`config.mk`:
```
export PLATFORM = sky130hd
export DESIGN_NAME = framed_byte_ack_link
export DESIGN_NICKNAME = d
export VERILOG_FILES = /design/src/hw/rtl/fbal_pkg.sv /design/src/hw/rtl/framed_byte_ack_link.sv /design/src/hw/rtl/fbal_txstore.sv
export SDC_FILE = /design/constraint.sdc
export NUM_CORES = 2
export LEC_CHECK = 0
export BUFFER_PORTS_ARGS = -buffer_cell sky130_fd_sc_hd__buf_2
export CAP_MARGIN = 40
export CORE_ASPECT_RATIO = 0.75
export CORE_MARGIN = 2
export CORE_UTILIZATION = 35
export DETAILED_ROUTE_END_ITERATION = 8
export PLACE_DENSITY = 0.5
export SETUP_SLACK_MARGIN = 0.02
export SLEW_MARGIN = 20
export SYNTH_ARGS = -nofsm -noshare
export SYNTH_HDL_FRONTEND = slang
export SYNTH_SLANG_ARGS = --single-unit
```
`constraint.sdc`:
```
create_clock -name aclk -period 6.7 [get_ports aclk]
set_input_delay 1.34 -clock aclk [delete_from_list [all_inputs] [get_ports aclk]]
set_output_delay 1.34 -clock aclk [all_outputs]
set_load 0.1 [all_outputs]
```
`src/hw/rtl/fbal_pkg.sv`:
```
// Shared constants for the framed byte link: opcodes, register indexes and
// stream field widths. No dependencies.
`default_nettype none

package fbal_pkg;

    // input opcodes (s_tuser)
    localparam logic [1:0] OP_LINE  = 2'd0;
    localparam logic [1:0] OP_LOAD  = 2'd1;
    localparam logic [1:0] OP_START = 2'd2;

    // configuration register indexes
    localparam int unsigned REG_IDX_W = 3;
    localparam logic [REG_IDX_W-1:0] REG_SYNC     = 3'd0;
    localparam logic [REG_IDX_W-1:0] REG_ADDR     = 3'd1;
    localparam logic [REG_IDX_W-1:0] REG_ACK      = 3'd2;
    localparam logic [REG_IDX_W-1:0] REG_END      = 3'd3;
    localparam logic [REG_IDX_W-1:0] REG_PREAMBLE = 3'd4;

    localparam int unsigned CFG_DATA_W = 8;
    localparam int unsigned S_TDATA_W  = 40;
    localparam int unsigned M_TDATA_W  = 32;

endpackage

`default_nettype wire

```
`src/hw/rtl/framed_byte_ack_link.sv`:
```
// Framed byte link: receive/transmit sequencers, config registers, result register.
// Depends on fbal_pkg and fbal_txstore.
//
// Usage: each input transaction (s_*) is one event. s_tuser holds the opcode:
// line event, load of a transmit store byte, or start of transmission with a
// length. Every input transaction yields exactly one result transaction on
// m_*, carrying send/stored/frame-done flags and the mode after the event.
// The result is registered at the accepting edge, together with the transmit
// store read data (the store is a synchronous RAM read at the accepting edge).
// Throughput is one event per cycle; s_tready drops only while a finished
// result is held and m_tready is low. A load is visible to a read issued in
// the next accepted transaction, so loads and transmits may be mixed freely.
// Configuration writes (cfg_*) are always ready and take effect at once;
// write them only while no result is outstanding.
// Reset (aresetn low, synchronous) puts both sequencers at their start, the
// block in receive mode with the receiver on, the byte count and length at
// zero, and registers at their defaults (preamble count 1). The transmit
// store has no reset; entries must be loaded before they are sent.
`default_nettype none

module framed_byte_ack_link #(
    parameter int unsigned FRAME_CAPACITY = 256
) (
    input  wire logic                                aclk,
    input  wire logic                                aresetn,
    // {frame_length[32:24], load_byte[23:16], load_index[15:8], line_byte[7:0]}
    input  wire logic [fbal_pkg::S_TDATA_W-1:0]      s_tdata,
    // opcode[1:0]
    input  wire logic [1:0]                          s_tuser,
    input  wire logic                                s_tvalid,
    output logic                                     s_tready,
    // {transmit_mode[29], receiver_on[28], tx_frame_done[27], rx_frame_done[26],
    //  stored_byte[25:18], stored_index[17:10], stored_valid[9], send_byte[8:1],
    //  send_valid[0]}
    output logic [fbal_pkg::M_TDATA_W-1:0]           m_tdata,
    output logic                                     m_tvalid,
    input  wire logic                                m_tready,
    input  wire logic                                cfg_valid,
    output logic                                     cfg_ready,
    input  wire logic [fbal_pkg::REG_IDX_W-1:0]      cfg_index,
    input  wire logic [fbal_pkg::CFG_DATA_W-1:0]     cfg_data
);

    localparam int unsigned AW = (FRAME_CAPACITY > 1) ? $clog2(FRAME_CAPACITY) : 1;
    localparam int unsigned CW = $clog2(FRAME_CAPACITY + 65);
    localparam int unsigned LW = (CW > 8) ? CW : 8;
    localparam int unsigned TW = (CW > 9) ? CW : 9;
    localparam logic [CW-1:0] CNT_MAX = CW'(FRAME_CAPACITY + 64);
    localparam logic [CW-1:0] CAP_C   = CW'(FRAME_CAPACITY);

    typedef enum logic [2:0] {
        RX_INIT    = 3'd0,
        RX_SYNC    = 3'd1,
        RX_ADDR    = 3'd2,
        RX_ACKWAIT = 3'd3,
        RX_DATA    = 3'd4,
        RX_DONE    = 3'd5
    } rx_phase_t;

    typedef enum logic [2:0] {
        TX_INIT    = 3'd0,
        TX_PRE     = 3'd1,
        TX_ACKWAIT = 3'd2,
        TX_DATA    = 3'd3,
        TX_DONE    = 3'd5
    } tx_phase_t;

    typedef struct packed {
        logic       send_valid;
        logic       stored_valid;
        logic [7:0] stored_index;
        logic [7:0] stored_byte;
        logic       rx_done;
        logic       tx_done;
        logic       receiver_on;
        logic       transmit_mode;
    } res_t;

    // input fields
    logic [1:0] opcode;
    logic [7:0] line_byte;
    logic [7:0] load_index;
    logic [7:0] load_byte;
    logic [8:0] frame_length;

    assign opcode       = s_tuser;
    assign line_byte    = s_tdata[7:0];
    assign load_index   = s_tdata[15:8];
    assign load_byte    = s_tdata[23:16];
    assign frame_length = s_tdata[32:24];

    // configuration
    logic [7:0] sync_reg, addr_reg, ack_reg, end_reg;
    logic [4:0] preamble_reg;

    // sequencer state
    rx_phase_t     rx_phase_reg, rx_phase_next;
    tx_phase_t     tx_phase_reg, tx_phase_next;
    logic          mode_reg, mode_next;
    logic          rcv_on_reg, rcv_on_next;
    logic [CW-1:0] count_reg, count_next;
    logic [8:0]    tx_len_reg, tx_len_next;

    // result stage
    logic       out_vld_reg;
    res_t       res_reg, res_next;
    logic       send_sel_reg, send_sel_next;  // send byte comes from store
    logic [7:0] send_byte_reg, send_byte_next;

    // store access
    logic          rd_en, wr_en;
    logic [AW-1:0] rd_addr;
    logic [7:0]    rd_data;

    logic s_fire;

    assign s_tready  = !out_vld_reg || m_tready;
    assign s_fire    = s_tvalid && s_tready;
    assign cfg_ready = 1'b1;

    assign wr_en = s_fire && (opcode == fbal_pkg::OP_LOAD)
                   && (LW'(load_index) < LW'(FRAME_CAPACITY));

    always_comb begin
        logic [CW-1:0] cnt;
        logic [CW-1:0] cnt_inc;
        tx_phase_t     tph;
        logic          in_range;

        rx_phase_next  = rx_phase_reg;
        tx_phase_next  = tx_phase_reg;
        mode_next      = mode_reg;
        rcv_on_next    = rcv_on_reg;
        count_next     = count_reg;
        tx_len_next    = tx_len_reg;
        res_next       = '0;
        send_sel_next  = 1'b0;
        send_byte_next = 8'd0;
        rd_en          = 1'b0;
        rd_addr        = '0;
        cnt            = count_reg;
        cnt_inc        = count_reg;
        tph            = tx_phase_reg;
        in_range       = 1'b0;

        if (opcode == fbal_pkg::OP_START) begin
            tx_len_next = frame_length;
            mode_next   = 1'b1;
            tph         = TX_INIT;
        end

        if ((opcode == fbal_pkg::OP_START) ||
            ((opcode == fbal_pkg::OP_LINE) && mode_reg)) begin
            // transmit sequencer
            case (tph)
                TX_INIT, TX_PRE, TX_DATA: begin
                    if (tph == TX_INIT) begin
                        cnt = '0;
                        tx_phase_next = TX_PRE;
                    end else begin
                        tx_phase_next = tph;
                    end
                    rcv_on_next = 1'b0;
                    if (tph == TX_PRE) begin
                        rcv_on_next = rcv_on_reg;
                    end
                    cnt_inc  = (cnt < CNT_MAX) ? cnt + 1'b1 : cnt;
                    in_range = cnt < CAP_C;
                    rd_en    = in_range;
                    rd_addr  = AW'(cnt);
                    res_next.send_valid = 1'b1;
                    send_sel_next = in_range;
                    count_next = cnt_inc;
                    if (tph == TX_DATA) begin
                        tx_phase_next = TX_ACKWAIT;
                    end else if (cnt_inc >= CW'(preamble_reg)) begin
                        tx_phase_next = TX_ACKWAIT;
                    end
                end
                TX_ACKWAIT: begin
                    rcv_on_next   = 1'b1;
                    tx_phase_next = (TW'(count_reg) >= TW'(tx_len_reg)) ? TX_DONE : TX_DATA;
                end
                TX_DONE: begin
                    mode_next        = 1'b0;
                    rcv_on_next      = 1'b1;
                    res_next.tx_done = 1'b1;
                    tx_phase_next    = TX_INIT;
                end
                default: begin
                    tx_phase_next = TX_INIT;
                end
            endcase
        end else if (opcode == fbal_pkg::OP_LINE) begin
            // receive sequencer
            case (rx_phase_reg)
                RX_INIT, RX_SYNC, RX_ADDR, RX_DATA: begin
                    if (rx_phase_reg == RX_INIT) begin
                        rcv_on_next   = 1'b1;
                        cnt           = '0;
                        count_next    = '0;
                        rx_phase_next = RX_SYNC;
                    end
                    cnt_inc = (cnt < CNT_MAX) ? cnt + 1'b1 : cnt;
                    if ((rx_phase_reg == RX_INIT) || (rx_phase_reg == RX_SYNC)) begin
                        if (line_byte == sync_reg) begin
                            res_next.stored_valid = cnt < CAP_C;
                            count_next    = cnt_inc;
                            rx_phase_next = RX_ADDR;
                        end
                    end else if ((rx_phase_reg == RX_DATA) || (line_byte == addr_reg)) begin
                        res_next.stored_valid = cnt < CAP_C;
                        count_next     = cnt_inc;
                        rcv_on_next    = 1'b0;
                        res_next.send_valid = 1'b1;
                        send_byte_next = ack_reg;
                        if ((rx_phase_reg == RX_DATA) && (line_byte == end_reg)) begin
                            rx_phase_next = RX_DONE;
                        end else begin
                            rx_phase_next = RX_ACKWAIT;
                        end
                    end else begin
                        // address mismatch: restart the sync search
                        rx_phase_next = RX_INIT;
                    end
                    if (res_next.stored_valid) begin
                        res_next.stored_index = 8'(cnt);
                        res_next.stored_byte  = line_byte;
                    end
                end
                RX_ACKWAIT: begin
                    rcv_on_next   = 1'b1;
                    rx_phase_next = RX_DATA;
                end
                RX_DONE: begin
                    res_next.send_valid = 1'b1;
                    send_byte_next      = ack_reg;
                    res_next.rx_done    = 1'b1;
                    rx_phase_next       = RX_INIT;
                end
                default: begin
                    rx_phase_next = RX_INIT;
                end
            endcase
        end

        res_next.receiver_on   = rcv_on_next;
        res_next.transmit_mode = mode_next;
    end

    // config registers
    always_ff @(posedge aclk) begin
        if (!aresetn) begin
            sync_reg     <= 8'd0;
            addr_reg     <= 8'd0;
            ack_reg      <= 8'd0;
            end_reg      <= 8'd0;
            preamble_reg <= 5'd1;
        end else if (cfg_valid && cfg_ready) begin
            case (cfg_index)
                fbal_pkg::REG_SYNC:     sync_reg     <= cfg_data[7:0];
                fbal_pkg::REG_ADDR:     addr_reg     <= cfg_data[7:0];
                fbal_pkg::REG_ACK:      ack_reg      <= cfg_data[7:0];
                fbal_pkg::REG_END:      end_reg      <= cfg_data[7:0];
                fbal_pkg::REG_PREAMBLE: preamble_reg <= cfg_data[4:0];
                default: ;
            endcase
        end
    end

    // sequencer state and result register
    always_ff @(posedge aclk) begin
        if (!aresetn) begin
            rx_phase_reg  <= RX_INIT;
            tx_phase_reg  <= TX_INIT;
            mode_reg      <= 1'b0;
            rcv_on_reg    <= 1'b1;
            count_reg     <= '0;
            tx_len_reg    <= 9'd0;
            out_vld_reg   <= 1'b0;
            res_reg       <= '0;
            send_sel_reg  <= 1'b0;
            send_byte_reg <= 8'd0;
        end else begin
            if (s_fire) begin
                rx_phase_reg  <= rx_phase_next;
                tx_phase_reg  <= tx_phase_next;
                mode_reg      <= mode_next;
                rcv_on_reg    <= rcv_on_next;
                count_reg     <= count_next;
                tx_len_reg    <= tx_len_next;
                out_vld_reg   <= 1'b1;
                res_reg       <= res_next;
                send_sel_reg  <= send_sel_next;
                send_byte_reg <= send_byte_next;
            end else if (m_tready) begin
                out_vld_reg  <= 1'b0;
            end
        end
    end

    fbal_txstore #(
        .DEPTH (FRAME_CAPACITY),
        .AW    (AW)
    ) u_txstore (
        .aclk    (aclk),
        .wr_en   (wr_en),
        .wr_addr (AW'(load_index)),
        .wr_data (load_byte),
        .rd_en   (s_fire && rd_en),
        .rd_addr (rd_addr),
        .rd_data (rd_data)
    );

    logic [7:0] send_byte_out;
    assign send_byte_out = send_sel_reg ? rd_data : send_byte_reg;

    assign m_tvalid = out_vld_reg;
    assign m_tdata  = {2'b00,
                       res_reg.transmit_mode,
                       res_reg.receiver_on,
                       res_reg.tx_done,
                       res_reg.rx_done,
                       res_reg.stored_byte,
                       res_reg.stored_index,
                       res_reg.stored_valid,
                       send_byte_out,
                       res_reg.send_valid};

`ifndef SYNTHESIS
    // receive mode always leaves the transmit sequencer at its start
    assert property (@(posedge aclk) disable iff (!aresetn)
        !mode_reg |-> (tx_phase_reg == TX_INIT))
        else $error("transmit sequencer active in receive mode");

    assert property (@(posedge aclk) disable iff (!aresetn)
        count_reg <= CNT_MAX)
        else $error("byte count beyond saturation");

    assert property (@(posedge aclk) disable iff (!aresetn)
        out_vld_reg && res_reg.stored_valid |-> !send_sel_reg)
        else $error("store read issued on a receive transaction");

    assert property (@(posedge aclk) disable iff (!aresetn)
        out_vld_reg && res_reg.tx_done |-> !res_reg.transmit_mode && res_reg.receiver_on)
        else $error("transmit done without returning to receive mode");

    assert property (@(posedge aclk) disable iff (!aresetn)
        out_vld_reg && res_reg.rx_done |-> res_reg.send_valid && !send_sel_reg)
        else $error("frame done without acknowledge");
`endif

endmodule

`default_nettype wire

```
`src/hw/rtl/fbal_txstore.sv`:
```
// Transmit frame store: one write port, one read port with registered data.
// Depends on nothing.
`default_nettype none

module fbal_txstore #(
    parameter int unsigned DEPTH = 256,
    parameter int unsigned AW    = 8
) (
    input  wire logic          aclk,
    input  wire logic          wr_en,
    input  wire logic [AW-1:0] wr_addr,
    input  wire logic [7:0]    wr_data,
    input  wire logic          rd_en,
    input  wire logic [AW-1:0] rd_addr,
    output logic      [7:0]    rd_data
);

    logic [7:0] mem [DEPTH];

    always_ff @(posedge aclk) begin
        if (wr_en) begin
            mem[wr_addr] <= wr_data;
        end
    end

    always_ff @(posedge aclk) begin
        if (rd_en) begin
            rd_data <= mem[rd_addr];
        end
    end

endmodule

`default_nettype wire

```
==> out/metrics.yaml <==
logic_synthesis:
  syn_area_sq_um: 86500
  netlist.area_leader.share_pct: 71.3
  synth_area_leaders: "edfxtp_1 (71%), nand2_1 (4.6%), mux2i_1 (2.8%)"
  synth_ff_type: "edfxtp_1"
  synthTopCellsByCount: "edfxtp_1 (2056), nand2_1 (1066), nor2_1 (363)"
  ys_seq_area_share_pct: 73.5
  synth_top_area_cell: "edfxtp_1"
  yosysMostFrequentCell: "edfxtp_1"
  syn_avg_cell_area_sq_um: 14.0
  yosysWarnings: 0
  syn_inst: 6184
  synth.distinct_cells: 92
  synth_enable_flop_cells: 2056
  async_flop_share_pct: 0
  ys_seq_elements: 2150
placement:
  dp_cells: 9467
  gp_congestion: 0.897
  place_hpwl_mm: 198
  portBuffers: 82
grt:
  busiest_layer: "met1"
  grtUsageMet2_pct: 33.9
  antenna_found_initial: 28
  grt_use_met1_pct: 38.0
  grt_max_degree: 165
  grt_pass1_wl_mm: 432
  overflow: 0
  grt_pass1_vias: 53500
  grt_usage_pct: 24.3
  grt_use_met3_pct: 5.40
sta:
  hold_violations: 0
  rsz0062_at_grt: "false"
  slew_viol_final: 0
  max_slew_margin_pct: 22.9
  setup_violations: 0
  setup_tns_ps: 0
  period_share_pct: 79.3
  worst_pin_slew_ps: 1160
  period_needed_ps: 5310
  fin_skew_ps: 90.5
  fmax_mhz: 188
critical_path:
  cp_common_cell: "buf_4"
  worstPathRequired_ps: 7460
  crit_path_start_kind: "flip-flop"
  worstSetupPathType: "reg -> reg"
  critPathBufInv: 3
  critical-path-top-delay-family: "simple AND/OR/NAND/NOR gates"
  crit_chain: "buf_4 -> and2_2 -> nand2_4 -> buf_4 -> mux2i_1 -> a22o_1 -> a221oi_1 -> nand4_1 -> a2111oi_0 -> buf_4 -> and4_1"
  critPathMaxStageDelay_ps: 980
  worst_path_max_delay_cell: "a2111oi_0"
  arrival_ps: 6070
  endpoint_kind: "flip-flop"
  crit_path_max_fanout: 22
floorplanning:
  ioPinCount: 93
  die-area_sq_um: 251000
  initial_utilization_pct: 35.1
  num_rows: 158
  core_area_sq_um: 247000
  fp.dieH_microns: 435
  die_w_microns: 578
clocking:
  cts_hold_buffers: 0
  clk_pin_slew_ps: 70
  ctsResizeCount: 0
  cts_tree: "built"
  h-tree-depth: 4
  cts_root_buf: "clkbuf_16"
  clock-sinks: 2150
  cts_setup_buffers: 0
  clock_latency_ps: 890
  clk_path_buf_depth: 4
  cts_made_buffers: 213
cells_and_area:
  fillCellCount: 22800
  fin_cells: 9933
  regMostFlops: "u_txstore.mem"
  nets: 6555
  syn_to_final_growth_pct: 14.8
  largest_register_ffs: 2048
  seqCellArea_sq_um: 63600
  multi_input_area_sq_um: 20900
  drive_gt1_share_pct: 13.0
drt:
  drt_iter0_drc: 9159
  routed_wl_mm: 313
  via_per_inst: 5.89
  route.detailed.drc: 0
  wl_per_cell_microns: 31.5
  vias: 58500
  dr.pass1.iters: 8
  ant_nets: 0
status:
  outcome: "finished, final reports clean"
power:
  power_per_cell_area_nw_per_um2: 270
  leakage_nw: 33.0
  vdd_ir_drop_max_mv: 0.202
job:
  drv_cap: 0
min_path:
  hold_class: "reg -> reg"
## worst reg2reg max path: stages, from the launching register on
cell	delay, ps
dfxtp_1	640
buf_4	320
and2_2	620
nand2_4	660
buf_4	460
mux2i_1	170
a22o_1	320
a221oi_1	300
nand4_1	380
a2111oi_0	980
buf_4	230
and4_1	170
## path summary, 6_finish.rpt
path	start	cells after the start	endpoint	slack, ps
setup / recovery	tx_phase_reg[0]	11	u_txstore.rd_data[7]	1390
hold / removal	ack_reg[6]	2	ack_reg[6]	470
setup reg to reg	tx_phase_reg[0]	11	u_txstore.rd_data[7]	1390
hold reg to reg	ack_reg[6]	2	ack_reg[6]	470
## report_power, final
group	total, mW	switching, mW	internal, mW
Combinational	0.568	0.477	0.0913
Sequential	14.7	0.0205	14.7
Clock	11.5	5.18	6.32
## per-layer routing
| layer | vias up | routed length [microns] |
|---|---|---|
| li1 | 24500 | - |
| met1 | 30100 | 141000 |
| met2 | 3442 | 128000 |
| met3 | 452 | 36100 |
| met4 | 10 | 7020 |
| met5 | - | 68 |
## cells by family after synthesis
kind of cell | count (synthesis) | share of synthesized area [%]
and+or+nand+nor | 2154 | 11.2
adders and majority gates | 16 | 0.231
DFF | 2150 | 73.5
xor gates and xnor gates | 30 | 0.304
other | 2 | 0.00868
buffers and inverters | 455 | 2.52
muxes | 250 | 2.91
AOI/OAI and AO/OA | 1127 | 9.30
## layout make-up
type                       count  area share [%]
clock inverter                99           0.753
timing repair buffer         507            4.19
clock buffer                 275            5.70
sequential                  2150            64.0
multi-input combinational   3580            21.1
tap                         3280            4.13
antenna                       13          0.0327
inverter                      29           0.112
## stage by stage
step                instance area (sq um)  utilization, %  total power [mW]  setup WS [ps]  hold slack, ps
floorplan                           86500               -              15.2           2270             443
global placement                    91500            37.1              15.6            697             455
detailed placement                  92300            37.4              15.6            789             460
CTS                                 98700            40.0              26.9           1630             469
global route                        99300            40.3              27.5           1400             481
finish                              99400            40.3              26.8           1390             467
## placed cells by master (no fill, tap or decap), types with 42 or more instances in the layout
cell / n
a31oi_1: 117
mux2i_1: 238
a311oi_1: 42
nand4_1: 69
o22ai_1: 97
a21oi_1: 151
a21boi_0: 50
and3_1: 116
nand3_1: 217
dfxtp_1: 90
o21ai_0: 117
nor3_1: 93
buf_4: 377
a211oi_1: 90
clkbuf_16: 216
a22oi_1: 89
nor2b_1: 51
nor4_1: 58
clkbuf_1: 55
o221ai_1: 44
o32ai_1: 98
clkinv_1: 45
buf_2: 75
edfxtp_1: 2056
nand2_1: 1062
nor2_1: 357
(Power assumes the default switching activity.)
